<file path="src/sv/ptrs_pkg.sv">
// ----------------------------------------------------------------------------
// ptrs_pkg
// Types and constants of the periodic task release scheduler.
// ----------------------------------------------------------------------------
package ptrs_pkg;

    localparam int TAG_W     = 16;
    localparam int CD_W      = 17;
    localparam int PER_W     = 16;
    localparam int PEND_W    = 16;
    localparam int LIMIT_W   = 16;
    localparam int STATUS_W  = 3;
    localparam int SLOT_W    = 4;
    localparam int REQ_W     = 2;
    localparam int MAX_RES   = 16;
    localparam int RES_CNT_W = 5;

    localparam logic [REQ_W-1:0] REQ_ADD      = 2'd0;
    localparam logic [REQ_W-1:0] REQ_TICK     = 2'd1;
    localparam logic [REQ_W-1:0] REQ_DISPATCH = 2'd2;
    localparam logic [REQ_W-1:0] REQ_START    = 2'd3;

    localparam logic [STATUS_W-1:0] ST_ADDED      = 3'd0;
    localparam logic [STATUS_W-1:0] ST_FULL       = 3'd1;
    localparam logic [STATUS_W-1:0] ST_ZERO_PER   = 3'd2;
    localparam logic [STATUS_W-1:0] ST_TICK       = 3'd3;
    localparam logic [STATUS_W-1:0] ST_RELEASED   = 3'd4;
    localparam logic [STATUS_W-1:0] ST_NO_RELEASE = 3'd5;
    localparam logic [STATUS_W-1:0] ST_NOTHING    = 3'd6;
    localparam logic [STATUS_W-1:0] ST_STARTED    = 3'd7;

    localparam logic [LIMIT_W-1:0] TICK_LIMIT_RST = 16'd10;
    localparam logic [PEND_W-1:0]  PEND_MAX       = 16'hFFFF;

    typedef struct packed {
        logic [TAG_W-1:0] tag;
        logic [CD_W-1:0]  cd;
        logic [PER_W-1:0] period;
    } entry_t;

    typedef struct packed {
        logic [STATUS_W-1:0] status;
        logic [SLOT_W-1:0]   slot;
        logic [TAG_W-1:0]    tag;
        logic [PEND_W-1:0]   pending;
        logic                overrun;
        logic                last;
    } res_t;

    typedef struct packed {
        logic push;
        logic fin;
        res_t res;
    } octl_t;

    typedef struct packed {
        logic held_vld;
        logic push_ok;
    } ostat_t;

endpackage

</file>
<file path="src/sv/ptrs_ram.sv">
// ----------------------------------------------------------------------------
// ptrs_ram
// Generic single-write, single-read synchronous RAM with registered read.
// ----------------------------------------------------------------------------
module ptrs_ram #(
    parameter int WIDTH = 8,
    parameter int DEPTH = 16
) (
    input  logic                                  aclk,
    input  logic                                  we,
    input  logic [(DEPTH > 1 ? $clog2(DEPTH) : 1)-1:0] waddr,
    input  logic [WIDTH-1:0]                      wdata,
    input  logic                                  re,
    input  logic [(DEPTH > 1 ? $clog2(DEPTH) : 1)-1:0] raddr,
    output logic [WIDTH-1:0]                      rdata
);

    logic [WIDTH-1:0] mem [DEPTH];
    logic [WIDTH-1:0] rdata_reg;

    always_ff @(posedge aclk) begin
        if (we) begin
            mem[waddr] <= wdata;
        end
        if (re) begin
            rdata_reg <= mem[raddr];
        end
    end

    assign rdata = rdata_reg;

endmodule

</file>
<file path="src/sv/ptrs_seq.sv">
// ----------------------------------------------------------------------------
// ptrs_seq
// Request sequencer: tick counter, free-slot walk for add, and the dispatch
// walk that reads, decrements and writes back each task table entry.
// ----------------------------------------------------------------------------
module ptrs_seq #(
    parameter int MAX_TASKS = 16
) (
    input  logic                  aclk,
    input  logic                  aresetn,
    input  logic                  s_valid,
    output logic                  s_ready,
    input  logic [1:0]            s_req_type,
    input  logic [15:0]           s_task_tag,
    input  logic [15:0]           s_first_delay,
    input  logic [15:0]           s_period,
    input  logic                  cfg_we,
    input  logic [15:0]           cfg_wdata,
    input  ptrs_pkg::ostat_t      ostat,
    output ptrs_pkg::octl_t       octl
);

    localparam int IDX_W   = (MAX_TASKS > 1) ? $clog2(MAX_TASKS) : 1;
    localparam int CNT_W   = $clog2(MAX_TASKS + 1);
    localparam int CD_W    = ptrs_pkg::CD_W;
    localparam int SLOT_W  = ptrs_pkg::SLOT_W;
    localparam int RCNT_W  = ptrs_pkg::RES_CNT_W;
    localparam int ENTRY_W = $bits(ptrs_pkg::entry_t);

    localparam logic [1:0] S_IDLE = 2'd0;
    localparam logic [1:0] S_ADD  = 2'd1;
    localparam logic [1:0] S_DSP  = 2'd2;

    logic [1:0]           state_reg, state_next;
    logic [15:0]          limit_reg, limit_next;
    logic [15:0]          pend_reg, pend_next;
    logic                 ovr_reg, ovr_next;
    logic [MAX_TASKS-1:0] valid_reg, valid_next;
    logic [15:0]          tag_reg, tag_next;
    logic [15:0]          delay_reg, delay_next;
    logic [15:0]          per_reg, per_next;
    logic [IDX_W-1:0]     idx_reg, idx_next;
    logic [CNT_W-1:0]     rd_idx_reg, rd_idx_next;
    logic                 e_vld_reg, e_vld_next;
    logic [IDX_W-1:0]     e_idx_reg, e_idx_next;
    logic [RCNT_W-1:0]    rel_cnt_reg, rel_cnt_next;

    logic                 ram_we;
    logic [IDX_W-1:0]     ram_waddr;
    ptrs_pkg::entry_t     ram_wdata;
    logic                 ram_re;
    logic [IDX_W-1:0]     ram_raddr;
    ptrs_pkg::entry_t     ram_rdata;

    logic [15:0]          tick_cnt;
    logic [CD_W-1:0]      cd_dec;
    logic                 hit;
    logic                 rel;
    logic                 report;
    logic                 stall;
    ptrs_pkg::res_t       res;

    ptrs_ram #(
        .WIDTH (ENTRY_W),
        .DEPTH (MAX_TASKS)
    ) u_table (
        .aclk  (aclk),
        .we    (ram_we),
        .waddr (ram_waddr),
        .wdata (ram_wdata),
        .re    (ram_re),
        .raddr (ram_raddr),
        .rdata (ram_rdata)
    );

    assign s_ready  = (state_reg == S_IDLE) && !ostat.held_vld;
    assign tick_cnt = (pend_reg == ptrs_pkg::PEND_MAX) ? pend_reg : pend_reg + 16'd1;
    assign cd_dec   = ram_rdata.cd - CD_W'(1);
    assign hit      = e_vld_reg && valid_reg[e_idx_reg];
    assign rel      = hit && (cd_dec == '0);
    assign report   = rel && (rel_cnt_reg < RCNT_W'(ptrs_pkg::MAX_RES));
    assign stall    = report && !ostat.push_ok;

    always_comb begin
        state_next   = state_reg;
        limit_next   = cfg_we ? cfg_wdata : limit_reg;
        pend_next    = pend_reg;
        ovr_next     = ovr_reg;
        valid_next   = valid_reg;
        tag_next     = tag_reg;
        delay_next   = delay_reg;
        per_next     = per_reg;
        idx_next     = idx_reg;
        rd_idx_next  = rd_idx_reg;
        e_vld_next   = e_vld_reg;
        e_idx_next   = e_idx_reg;
        rel_cnt_next = rel_cnt_reg;

        ram_we       = 1'b0;
        ram_waddr    = e_idx_reg;
        ram_wdata    = ram_rdata;
        ram_re       = 1'b0;
        ram_raddr    = rd_idx_reg[IDX_W-1:0];

        res          = '0;
        res.pending  = pend_reg;
        res.overrun  = ovr_reg;
        res.last     = 1'b1;
        octl.push    = 1'b0;
        octl.fin     = 1'b0;

        case (state_reg)
            S_IDLE: begin
                if (s_valid && s_ready) begin
                    case (s_req_type)
                        ptrs_pkg::REQ_ADD: begin
                            tag_next   = s_task_tag;
                            delay_next = s_first_delay;
                            per_next   = s_period;
                            idx_next   = '0;
                            state_next = S_ADD;
                        end
                        ptrs_pkg::REQ_TICK: begin
                            pend_next   = tick_cnt;
                            ovr_next    = ovr_reg || (tick_cnt > limit_reg);
                            res.status  = ptrs_pkg::ST_TICK;
                            res.pending = tick_cnt;
                            res.overrun = ovr_next;
                            octl.push   = 1'b1;
                        end
                        ptrs_pkg::REQ_DISPATCH: begin
                            if (pend_reg == '0) begin
                                res.status = ptrs_pkg::ST_NOTHING;
                                octl.push  = 1'b1;
                            end else begin
                                pend_next    = pend_reg - 16'd1;
                                rd_idx_next  = '0;
                                e_vld_next   = 1'b0;
                                rel_cnt_next = '0;
                                state_next   = S_DSP;
                            end
                        end
                        default: begin
                            pend_next   = '0;
                            ovr_next    = 1'b0;
                            res.status  = ptrs_pkg::ST_STARTED;
                            res.pending = '0;
                            res.overrun = 1'b0;
                            octl.push   = 1'b1;
                        end
                    endcase
                end
            end
            S_ADD: begin
                if (!valid_reg[idx_reg]) begin
                    if (per_reg == '0) begin
                        res.status = ptrs_pkg::ST_ZERO_PER;
                    end else begin
                        ram_we               = 1'b1;
                        ram_waddr            = idx_reg;
                        ram_wdata.tag        = tag_reg;
                        ram_wdata.cd         = CD_W'(delay_reg) + CD_W'(1);
                        ram_wdata.period     = per_reg;
                        valid_next[idx_reg]  = 1'b1;
                        res.status           = ptrs_pkg::ST_ADDED;
                        res.slot             = SLOT_W'(idx_reg);
                    end
                    octl.push  = 1'b1;
                    state_next = S_IDLE;
                end else if (idx_reg == IDX_W'(MAX_TASKS - 1)) begin
                    res.status = ptrs_pkg::ST_FULL;
                    octl.push  = 1'b1;
                    state_next = S_IDLE;
                end else begin
                    idx_next = idx_reg + IDX_W'(1);
                end
            end
            S_DSP: begin
                if (!stall) begin
                    if (hit) begin
                        ram_we       = 1'b1;
                        ram_wdata.cd = rel ? CD_W'(ram_rdata.period) : cd_dec;
                    end
                    if (report) begin
                        res.status   = ptrs_pkg::ST_RELEASED;
                        res.slot     = SLOT_W'(e_idx_reg);
                        res.tag      = ram_rdata.tag;
                        res.last     = 1'b0;
                        octl.push    = 1'b1;
                        rel_cnt_next = rel_cnt_reg + RCNT_W'(1);
                    end
                    if (rd_idx_reg < CNT_W'(MAX_TASKS)) begin
                        ram_re      = 1'b1;
                        e_vld_next  = 1'b1;
                        e_idx_next  = rd_idx_reg[IDX_W-1:0];
                        rd_idx_next = rd_idx_reg + CNT_W'(1);
                    end else begin
                        e_vld_next = 1'b0;
                        if (!e_vld_reg) begin
                            if (ostat.held_vld) begin
                                octl.fin = 1'b1;
                            end else begin
                                res.status = ptrs_pkg::ST_NO_RELEASE;
                                octl.push  = 1'b1;
                            end
                            state_next = S_IDLE;
                        end
                    end
                end
            end
            default: begin
                state_next = S_IDLE;
            end
        endcase

        octl.res = res;
    end

    always_ff @(posedge aclk) begin
        if (!aresetn) begin
            state_reg   <= S_IDLE;
            limit_reg   <= ptrs_pkg::TICK_LIMIT_RST;
            pend_reg    <= '0;
            ovr_reg     <= 1'b0;
            valid_reg   <= '0;
            idx_reg     <= '0;
            rd_idx_reg  <= '0;
            e_vld_reg   <= 1'b0;
            e_idx_reg   <= '0;
            rel_cnt_reg <= '0;
        end else begin
            state_reg   <= state_next;
            limit_reg   <= limit_next;
            pend_reg    <= pend_next;
            ovr_reg     <= ovr_next;
            valid_reg   <= valid_next;
            idx_reg     <= idx_next;
            rd_idx_reg  <= rd_idx_next;
            e_vld_reg   <= e_vld_next;
            e_idx_reg   <= e_idx_next;
            rel_cnt_reg <= rel_cnt_next;
        end
    end

    always_ff @(posedge aclk) begin
        tag_reg   <= tag_next;
        delay_reg <= delay_next;
        per_reg   <= per_next;
    end

endmodule

</file>
<file path="src/sv/ptrs_out.sv">
// ----------------------------------------------------------------------------
// ptrs_out
// Result staging: a held result, released once the next one or the end of
// the request is known, and the output register of the result channel.
// ----------------------------------------------------------------------------
module ptrs_out (
    input  logic             aclk,
    input  logic             aresetn,
    input  ptrs_pkg::octl_t  octl,
    output ptrs_pkg::ostat_t ostat,
    output logic             m_valid,
    input  logic             m_ready,
    output logic [2:0]       m_status,
    output logic [3:0]       m_slot,
    output logic [15:0]      m_task_tag_res,
    output logic [15:0]      m_pending_ticks,
    output logic             m_overrun,
    output logic             m_last
);

    logic           held_vld_reg, held_vld_next;
    ptrs_pkg::res_t held_reg, held_next;
    logic           m_vld_reg, m_vld_next;
    ptrs_pkg::res_t out_reg, out_next;
    logic           out_free;
    logic           move;

    assign out_free = !m_vld_reg || m_ready;
    assign move     = held_vld_reg && out_free && (held_reg.last || octl.push);

    assign ostat.held_vld = held_vld_reg;
    assign ostat.push_ok  = !held_vld_reg || out_free;

    always_comb begin
        held_vld_next = held_vld_reg;
        held_next     = held_reg;
        m_vld_next    = m_vld_reg;
        out_next      = out_reg;

        if (move) begin
            m_vld_next = 1'b1;
            out_next   = held_reg;
        end else if (m_ready) begin
            m_vld_next = 1'b0;
        end

        if (octl.push) begin
            held_vld_next = 1'b1;
            held_next     = octl.res;
        end else if (move) begin
            held_vld_next = 1'b0;
        end

        if (octl.fin) begin
            held_next.last = 1'b1;
        end
    end

    always_ff @(posedge aclk) begin
        if (!aresetn) begin
            held_vld_reg <= 1'b0;
            m_vld_reg    <= 1'b0;
        end else begin
            held_vld_reg <= held_vld_next;
            m_vld_reg    <= m_vld_next;
        end
    end

    always_ff @(posedge aclk) begin
        held_reg <= held_next;
        out_reg  <= out_next;
    end

    assign m_valid         = m_vld_reg;
    assign m_status        = out_reg.status;
    assign m_slot          = out_reg.slot;
    assign m_task_tag_res  = out_reg.tag;
    assign m_pending_ticks = out_reg.pending;
    assign m_overrun       = out_reg.overrun;
    assign m_last          = out_reg.last;

endmodule

</file>
<file path="src/sv/periodic_task_release_scheduler_top.sv">
// ----------------------------------------------------------------------------
// periodic_task_release_scheduler_top
// Time-triggered periodic task table with add, tick, dispatch and start
// requests; dispatch releases every task whose countdown expires.
// ----------------------------------------------------------------------------
// Tick and start: the result goes to the held register, then the output register; no
// new request is accepted while a result is held. Add walks the valid bits one slot a
// cycle until it finds a free slot or reaches the last one. Dispatch walks the table
// RAM entry by entry and stalls while the result channel cannot take a release.
// Reset (aresetn low, synchronous) clears the valid bits, pending count and
// overrun flag and loads the tick limit with 10; the RAM needs no clearing.
module periodic_task_release_scheduler_top #(
    parameter int MAX_TASKS = 16
) (
    input  logic        aclk,
    input  logic        aresetn,
    input  logic        s_valid,
    output logic        s_ready,
    input  logic [1:0]  s_req_type,
    input  logic [15:0] s_task_tag,
    input  logic [15:0] s_first_delay,
    input  logic [15:0] s_period,
    output logic        m_valid,
    input  logic        m_ready,
    output logic [2:0]  m_status,
    output logic [3:0]  m_slot,
    output logic [15:0] m_task_tag_res,
    output logic [15:0] m_pending_ticks,
    output logic        m_overrun,
    output logic        m_last,
    input  logic        cfg_we,
    input  logic [15:0] cfg_wdata
);

    ptrs_pkg::octl_t  octl;
    ptrs_pkg::ostat_t ostat;

    ptrs_seq #(
        .MAX_TASKS (MAX_TASKS)
    ) u_seq (
        .aclk          (aclk),
        .aresetn       (aresetn),
        .s_valid       (s_valid),
        .s_ready       (s_ready),
        .s_req_type    (s_req_type),
        .s_task_tag    (s_task_tag),
        .s_first_delay (s_first_delay),
        .s_period      (s_period),
        .cfg_we        (cfg_we),
        .cfg_wdata     (cfg_wdata),
        .ostat         (ostat),
        .octl          (octl)
    );

    ptrs_out u_out (
        .aclk            (aclk),
        .aresetn         (aresetn),
        .octl            (octl),
        .ostat           (ostat),
        .m_valid         (m_valid),
        .m_ready         (m_ready),
        .m_status        (m_status),
        .m_slot          (m_slot),
        .m_task_tag_res  (m_task_tag_res),
        .m_pending_ticks (m_pending_ticks),
        .m_overrun       (m_overrun),
        .m_last          (m_last)
    );

endmodule

</file>
<file path="config.mk">
export PLATFORM = sky130hd
export DESIGN_NAME = periodic_task_release_scheduler_top
export DESIGN_NICKNAME = d
export VERILOG_FILES = /design/src/sv/ptrs_pkg.sv /design/src/sv/ptrs_ram.sv /design/src/sv/ptrs_seq.sv /design/src/sv/ptrs_out.sv /design/src/sv/periodic_task_release_scheduler_top.sv
export SDC_FILE = /design/constraint.sdc
export NUM_CORES = 1
export LEC_CHECK = 0
export BUFFER_PORTS_ARGS = -buffer_cell sky130_fd_sc_hd__buf_2
export CORE_UTILIZATION = 60
export CTS_BUF_LIST = sky130_fd_sc_hd__clkbuf_16
export CTS_CLUSTER_SIZE = 14
export DETAILED_ROUTE_END_ITERATION = 6
export MAX_ROUTING_LAYER = met4
export PLACE_DENSITY = 0.77
export SYNTH_ARGS = -nofsm -noshare
export SYNTH_HDL_FRONTEND = slang
export SYNTH_HIERARCHICAL = 1
export SYNTH_SLANG_ARGS = --single-unit
</file>
<file path="constraint.sdc">
create_clock -name aclk -period 8.4 [get_ports aclk]
set_input_delay 1.26 -clock aclk [delete_from_list [all_inputs] [get_ports aclk]]
set_output_delay 1.26 -clock aclk [all_outputs]
set_load 0.01 [all_outputs]
</file>
==> results of run 1 <==
==> synthesized netlist by cell type (22+ instances only) <==
| cell | n | area, um^2 |
|---|---|---|
| mux4_2 | 200 | 4500 |
| dfxtp_1 | 73 | 1460 |
| inv_1 | 51 | 191 |
| nor3_1 | 30 | 150 |
| nor2_1 | 102 | 383 |
| buf_2 | 22 | 110 |
| edfxtp_1 | 962 | 28900 |
| nand4_1 | 24 | 150 |
| a31oi_1 | 24 | 150 |
| mux2i_1 | 25 | 250 |
| o21ai_0 | 45 | 225 |
| clkbuf_1 | 80 | 300 |
| ha_1 | 36 | 450 |
| a22oi_1 | 101 | 758 |
| nand3_1 | 34 | 170 |
| mux2_2 | 37 | 417 |
| and2_1 | 23 | 144 |
| a21oi_1 | 50 | 250 |
| nand2_1 | 119 | 447 |
==> power by group <==
| group | switching (W) | internal, W |
|---|---|---|
| logic | 0.00110 | 0.000375 |
| clock network | 0.00191 | 0.00247 |
| registers | 0.000115 | 0.00646 |
==> area by class of cell <==
| class | count | area [um^2] |
|---|---|---|
| diodes | 4 | 10.0 |
| clock inverters | 83 | 691 |
| repair buffers | 151 | 876 |
| fillers | 4440 | 22200 |
| multi-input cells | 1107 | 10700 |
| well taps | 931 | 1160 |
| flip-flops and latches | 1035 | 30400 |
| clock buffers | 101 | 2530 |
| inverters | 53 | 199 |
==> worst paths after layout <==
kind                          endpoint  slack, ps
max          u_seq/u_table/mem[15][37]       2590
min                    u_out/m_slot[3]        420
max reg2reg  u_seq/u_table/mem[15][37]       2590
min reg2reg            u_out/m_slot[3]        420
==> cells by family after synthesis <==
| logic type | Yosys count | share of synthesized area, % |
|---|---|---|
| compound gates | 338 | 5.69 |
| xor+xnor | 33 | 0.738 |
| fa+ha+maj | 36 | 1.08 |
| buf+inv | 179 | 1.93 |
| flops | 1035 | 72.8 |
| mux | 262 | 12.4 |
| simple gates | 438 | 5.35 |
==> critical path: cells and delay by family, from the launching register on <==
| kind | cells | cell delay, ps |
|---|---|---|
| muxes | 1 | 580 |
| DFF | 1 | 700 |
| AOI/OAI and AO/OA | 2 | 790 |
| and+or+nand+nor | 4 | 2120 |
| buffers and inverters | 2 | 1170 |
==> metal layers <==
layer / GRT usage [%] / up-vias / share of wire (%)
met3: 5.98 / 193 / 9.9
met5: - / - / 0
met1: 40.4 / 11700 / 39
li1: - / 9660 / -
met2: 44.6 / 1378 / 48
met4: 9.41 / 0 / 2.9
==> per-stage QoR <==
| step | std cells | hold WS (ps) |
|---|---|---|
| final | 3465 | 418 |
| after global routing | 3465 | 422 |
| after CTS | 3460 | 419 |
| after detailed placement | 3276 | 405 |
| after global placement | 3276 | 403 |
| after floorplan | 2321 | 400 |
==> metrics.md, run 1 <==
| Metric | Value |
|---|---|
| Synthesized instance count | `2321` |
| Syn Nets | `2428` |
| DRT Pass-1 Iters | `5` |
| Initial DRC count | `3015` |
| Post-layout net count | `2555` |
| Top Ports | `114` |
| Buffers on Ports | `113` |
| R2R depth | `9` |
| Avg Inst Size Synth | `18.0 um^2` |
| Commonest non-fill, non-tap cells in the layout | `edfxtp_1 (962), mux4_2 (200), nand2_1 (119), buf_2 (113)` |
| Max Freq | `172 MHz` |
| Max-cap violations | `0` |
| Worst hold path class | `reg2reg` |
| CTS tree | `built` |
| CORE AREA | `0.0687 mm^2` |
| Critical Path RT | `8680 ps` |
| Sequential share of the synthesized area | `72.8%` |
| Top_reg_cell synth | `edfxtp_1` |
| Routed WL per cell | `28.4 um` |
| Design area | `0.0465 mm^2` |
| Worst Path Max Fanout | `39` |
| Origin of the critical flop-to-flop path | `u_seq/idx_reg[0]` |
| Worst setup margin | `2590 ps` |
| Final Max Slew Viols | `0` |
| Max reg flops | `784` |
| Area growth syn-to-layout | `11.6%` |
| Share of post-route cells with drive strength above 1 | `23.3%` |
| Clock latency on the worst-skew pair | `670 ps` |
| Cts bufs inserted | `100` |
| Postcts setup bufs | `0` |
| Vias in the first global route | `22800` |
| Slew HR | `6.99%` |
| Clk slew on worst S/H paths | `60 ps` |
| Antenna-violating nets left | `0` |
| Power consumption | `0.0124 W` |
| CTS max path bufs | `3` |
| Post-synth EDFFs | `962` |
| CP Launch Point | `u_seq/idx_reg[0]` |
| Power Dens Cells | `267 mW/mm^2` |
| Initial Util | `60.7%` |
| Crit-path cells | `mux4_2, a22oi_1, and4_2, buf_4, nand2_1, o21ai_0, nand2_1, nor2_4, buf_4` |
| Post-synthesis cell area | `0.0417 mm^2` |
| Slew @ Worst Pin | `1400 ps` |
| Dpl cell area | `0.0433 mm^2` |
| Hold Vio Cnt, Final | `0` |
| Die ar. | `0.0705 mm^2` |
| Post-Place Worst Slack | `2780 ps` |
| Slowest-stage cell, CP | `nor2_4` |
| Clock Skew | `28.8 ps` |
| Clk sinks | `1035` |
| Final period util | `69.2%` |
| GRT Overall Usage | `29.3%` |
| Crit end category | `register` |
| Die Wd | `266 um` |
| Rows | `96` |
| Worst setup SP type | `register` |
| Leakage | `15.0 nW` |
| First-pass GRT wire length | `146000 um` |
| Via/cell ratio | `6.60` |
| Hold_buf cts | `0` |
| Unrepaired setup endpoints after global routing | `false` |
| Post-layout util | `67.7%` |
| Cell variety after synth | `85` |
| Fin crit period | `5810 ps` |
| Cts repair resizes | `0` |
| Commonest non-fill, non-tap cell in the layout | `edfxtp_1` |
| Flops & latches, synth | `1035` |
| Vias | `22900` |
| CP peak stage delay | `880 ps` |
| Chip height | `266 um` |
| Routability cong. | `0.918` |
| Pin count of the biggest net entering global routing | `148` |
| Setup TNS | `0 ps` |
| Clk root buf | `clkbuf_16` |
| Max H-tree Level | `3` |
| Final setup viols | `0` |
| CP Data Arrival Time | `6090 ps` |
| Status | `finished, final reports clean` |
| Global route overflow | `0` |
| Hold Path Cell Cnt | `0` |
| Yosys warns | `6` |
| Hold Startpoint | `u_out/held_reg[37]` |
| Initial antenna violation count | `8` |
| DRC | `0` |
| Final WL | `98500 um` |
| Worst vdd ir | `0.244 mV` |
| Dpl hpwl | `54100 um` |
| Crit Path Class | `reg2reg` |
| Synth async-reset ratio | `0%` |
(Power assumes the default switching activity.)
==> run 2: changes to the inputs <==
--- a/config.mk
+++ b/config.mk
@@ -6,12 +6,12 @@
 export NUM_CORES = 1
 export LEC_CHECK = 0
 export BUFFER_PORTS_ARGS = -buffer_cell sky130_fd_sc_hd__buf_2
-export CORE_UTILIZATION = 60
+export CORE_UTILIZATION = 56
 export CTS_BUF_LIST = sky130_fd_sc_hd__clkbuf_16
 export CTS_CLUSTER_SIZE = 14
 export DETAILED_ROUTE_END_ITERATION = 6
 export MAX_ROUTING_LAYER = met4
-export PLACE_DENSITY = 0.77
+export PLACE_DENSITY = 0.76
 export SYNTH_ARGS = -nofsm -noshare
 export SYNTH_HDL_FRONTEND = slang
 export SYNTH_HIERARCHICAL = 1
==> constraint.sdc (replaced) <==
create_clock -name aclk -period 5.1 [get_ports aclk]
set_input_delay 0.765 -clock aclk [delete_from_list [all_inputs] [get_ports aclk]]
set_output_delay 0.765 -clock aclk [all_outputs]
set_load 0.01 [all_outputs]
==> metrics.md, run 2 (same netlist as run 1, synthesis figures left out) <==
| Metric | Value |
|---|---|
| Status | `finished, violations left (was finished, final reports clean)` |
| Failing checks | `DRC` |
| Die ar. | `0.0755 mm^2 (was 0.0705 mm^2)` |
| CTS max path bufs | `3 (unchanged)` |
| R2R depth | `8 (was 9)` |
| Routability cong. | `0.928 (was 0.918)` |
| Psw | `0.00513 W (was 0.00313 W)` |
| Final period util | `92.3% (was 69.2%)` |
| Die Wd | `275 um (was 266 um)` |
| Dpl hpwl | `56600 um (was 54100 um)` |
| Slew @ Worst Pin | `1340 ps (was 1400 ps)` |
| Sw frac | `24.9% (was 25.2%)` |
| Vias in the first global route | `23100 (was 22800)` |
| Hold_buf cts | `0 (unchanged)` |
| Fin crit period | `4710 ps (was 5810 ps)` |
| Layout fillers | `4897 (was 4440)` |
| CORE AREA | `0.0733 mm^2 (was 0.0687 mm^2)` |
| Comb power frac | `11.9% (about the same)` |
| Initial antenna violation count | `0 (was 8)` |
| Crit-path cells | `mux2i_1, a221oi_1, a22oi_1, and4_2, o21ai_0, nand2b_1, nor2_4, buf_4 (was mux4_2, a22oi_1, and4_2, buf_4, nand2_1, o21ai_0, nand2_1, nor2_4, buf_4)` |
| Hold Vio Cnt, Final | `0 (unchanged)` |
| Pin count of the biggest net entering global routing | `77 (was 148)` |
| Routed WL per cell | `27.7 um (was 28.4 um)` |
| CP Data Arrival Time | `4990 ps (was 6090 ps)` |
| Hold Startpoint | `s_task_tag[10] (was u_out/held_reg[37])` |
| RR Endpoint | `u_seq/u_table/mem[5][46] (was u_seq/u_table/mem[15][37])` |
| Origin of the critical flop-to-flop path | `u_seq/idx_reg[0] (unchanged)` |
| Max Freq | `212 MHz (was 172 MHz)` |
| Top Ports | `114 (unchanged)` |
| Power Dens Cells | `438 mW/mm^2 (was 267 mW/mm^2)` |
| Global route overflow | `0 (unchanged)` |
| Post-layout net count | `2579 (was 2555)` |
| Power consumption | `0.0206 W (was 0.0124 W)` |
| Clk sinks | `1035 (unchanged)` |
| Commonest non-fill, non-tap cell in the layout | `edfxtp_1 (unchanged)` |
| Area growth syn-to-layout | `12.7% (was 11.6%)` |
| Cts repair resizes | `0 (unchanged)` |
| Clock Skew | `22.4 ps (was 28.8 ps)` |
| Met1 Use GR | `36.1% (was 40.4%)` |
| Initial Util | `56.8% (was 60.7%)` |
| Crit Path Class | `reg2reg (unchanged)` |
| Cts bufs inserted | `101 (was 100)` |
| Clock latency on the worst-skew pair | `660 ps (was 670 ps)` |
| Crit end category | `register (unchanged)` |
| Register-to-register setup slack | `390 ps (was 2590 ps)` |
| M3 GR Usage | `4.72% (was 5.98%)` |
| DRT Pass-1 Iters | `7 (was 5)` |
| GR peak layer | `met2 (unchanged)` |
| Antenna-violating nets left | `0 (unchanged)` |
| Antenna diodes | `0 (was 4)` |
| CTS tree | `built (unchanged)` |
| CP peak stage delay | `1070 ps (was 880 ps)` |
| Final setup viols | `0 (unchanged)` |
| Worst Path Max Fanout | `36 (was 39)` |
| Final Max Slew Viols | `0 (unchanged)` |
| Max reg flops | `784 (unchanged)` |
| Chip height | `275 um (was 266 um)` |
| Top cell family by delay on the critical path | `compound AO/OA/AOI/OAI gates (was simple AND/OR/NAND/NOR gates)` |
| Hold Path Cell Cnt | `1 (was 0)` |
| Max-cap violations | `0 (unchanged)` |
| Max H-tree Level | `3 (unchanged)` |
| Final WL | `97400 um (was 98500 um)` |
| Pint | `0.0154 W (was 0.00931 W)` |
| Critical Path RT | `5380 ps (was 8680 ps)` |
| GRT Overall Usage | `27.0% (was 29.3%)` |
| Setup TNS | `0 ps (unchanged)` |
| Worst vdd ir | `0.328 mV (was 0.244 mV)` |
| First-pass GRT wire length | `145000 um (was 146000 um)` |
| Rows | `99 (was 96)` |
| Via/cell ratio | `6.53 (was 6.60)` |
| Worst setup SP type | `register (unchanged)` |
| Worst hold path class | `in2reg (was reg2reg)` |
| Vias | `22900 (about the same)` |
| Clk root buf | `clkbuf_16 (unchanged)` |
| Clk slew on worst S/H paths | `60 ps (about the same)` |
| Hold path endpoint | `u_seq/tag_reg[10] (was u_out/m_slot[3])` |
| Slowest-stage cell, CP | `o21ai_0 (was nor2_4)` |
| Slew HR | `9.84% (was 6.99%)` |
| Share of post-route cells with drive strength above 1 | `24.1% (was 23.3%)` |
| DRC | `9 (was 0)` |
| Met2 GRT Util | `43.0% (was 44.6%)` |
| Commonest non-fill, non-tap cells in the layout | `edfxtp_1 (962), mux4_2 (200), nand2_1 (119), buf_2 (113), clkbuf_16 (102) (was edfxtp_1 (962), mux4_2 (200), nand2_1 (119), buf_2 (113))` |
| Clock share of power | `35.5% (was 35.3%)` |
| Unrepaired setup endpoints after global routing | `false (unchanged)` |
| Buffers on Ports | `113 (unchanged)` |
| Sequential share of power | `52.5% (was 52.8%)` |
| Postcts setup bufs | `0 (unchanged)` |
| Worst path bufs/invs | `1 (was 2)` |
| Leakage | `15.2 nW (was 15.0 nW)` |
| Initial DRC count | `2641 (was 3015)` |
==> run 2: per-layer routing <==
metal / vias to the layer above / wire length (um) / share of wire, %
li1: 9715 / - / -
met1: 11800 / 37800 / 39
met2: 1217 / 48100 / 49
met3: 163 / 8990 / 9.2
met4: 0 / 2560 / 2.6
met5: - / 0 / 0
==> run 2: stage by stage <==
| stage | std cells | utilization, % | cell area, um^2 | hold WS (ps) | worst slack (ps) |
|---|---|---|---|---|---|
| 5_1_grt | 3510 | 64.1 | 47000 | 255 | 71.0 |
| 2_1_floorplan | 2321 | - | 41700 | 400 | -1440 |
| 3_3_place_gp | 3328 | 59.6 | 43700 | 401 | 648 |
| 3_5_place_dp | 3328 | 59.6 | 43700 | 405 | 461 |
| 4_1_cts | 3510 | 64.1 | 47000 | 255 | 444 |
| 6_report | 3510 | 64.1 | 47000 | 278 | 391 |
==> run 2: final cells by class <==
class                      count  area, um^2  area share, %
sequential                  1035       30400           64.6
multi-input combinational   1107       10700           22.8
clock buffer                 102        2550           5.43
timing repair buffer         174        1240           2.63
tap                          959        1200           2.55
clock inverter                80         719           1.53
inverter                      53         199          0.423
==> run 2: worst register-to-register path, stage by stage, from the launching register on <==
cell	delay, ps
dfxtp_1	680
mux2i_1	160
a221oi_1	400
a22oi_1	240
and4_2	420
o21ai_0	1070
nand2b_1	520
nor2_4	210
buf_4	590
==> run 2: power by group through the flow <==
stage | registers (W) | clock network, W | logic (W)
finish | 0.0108 | 0.00731 | 0.00246
CTS | 0.0108 | 0.00741 | 0.00245
floorplan | 0.0110 | 0 | 0.00148
detailed placement | 0.0110 | 0 | 0.00244
global route | 0.0108 | 0.00775 | 0.00266
global placement | 0.0110 | 0 | 0.00231
==> run 2: worst max path at each step <==
stage / from / to / slack (ps) / depth (start not counted)
2_1_floorplan: u_seq/idx_reg[0] / u_seq/u_table/mem[4][0] / -1440 / 10
3_3_place_gp: u_seq/idx_reg[0] / u_seq/u_table/mem[5][40] / 650 / 9
3_5_place_dp: u_seq/idx_reg[0] / u_seq/u_table/mem[5][47] / 460 / 8
4_1_cts: u_seq/idx_reg[0] / u_seq/u_table/mem[13][45] / 440 / 8
5_1_grt: u_seq/idx_reg[0] / u_seq/u_table/mem[11][1] / 70 / 8
6_report: u_seq/idx_reg[0] / u_seq/u_table/mem[5][46] / 390 / 8
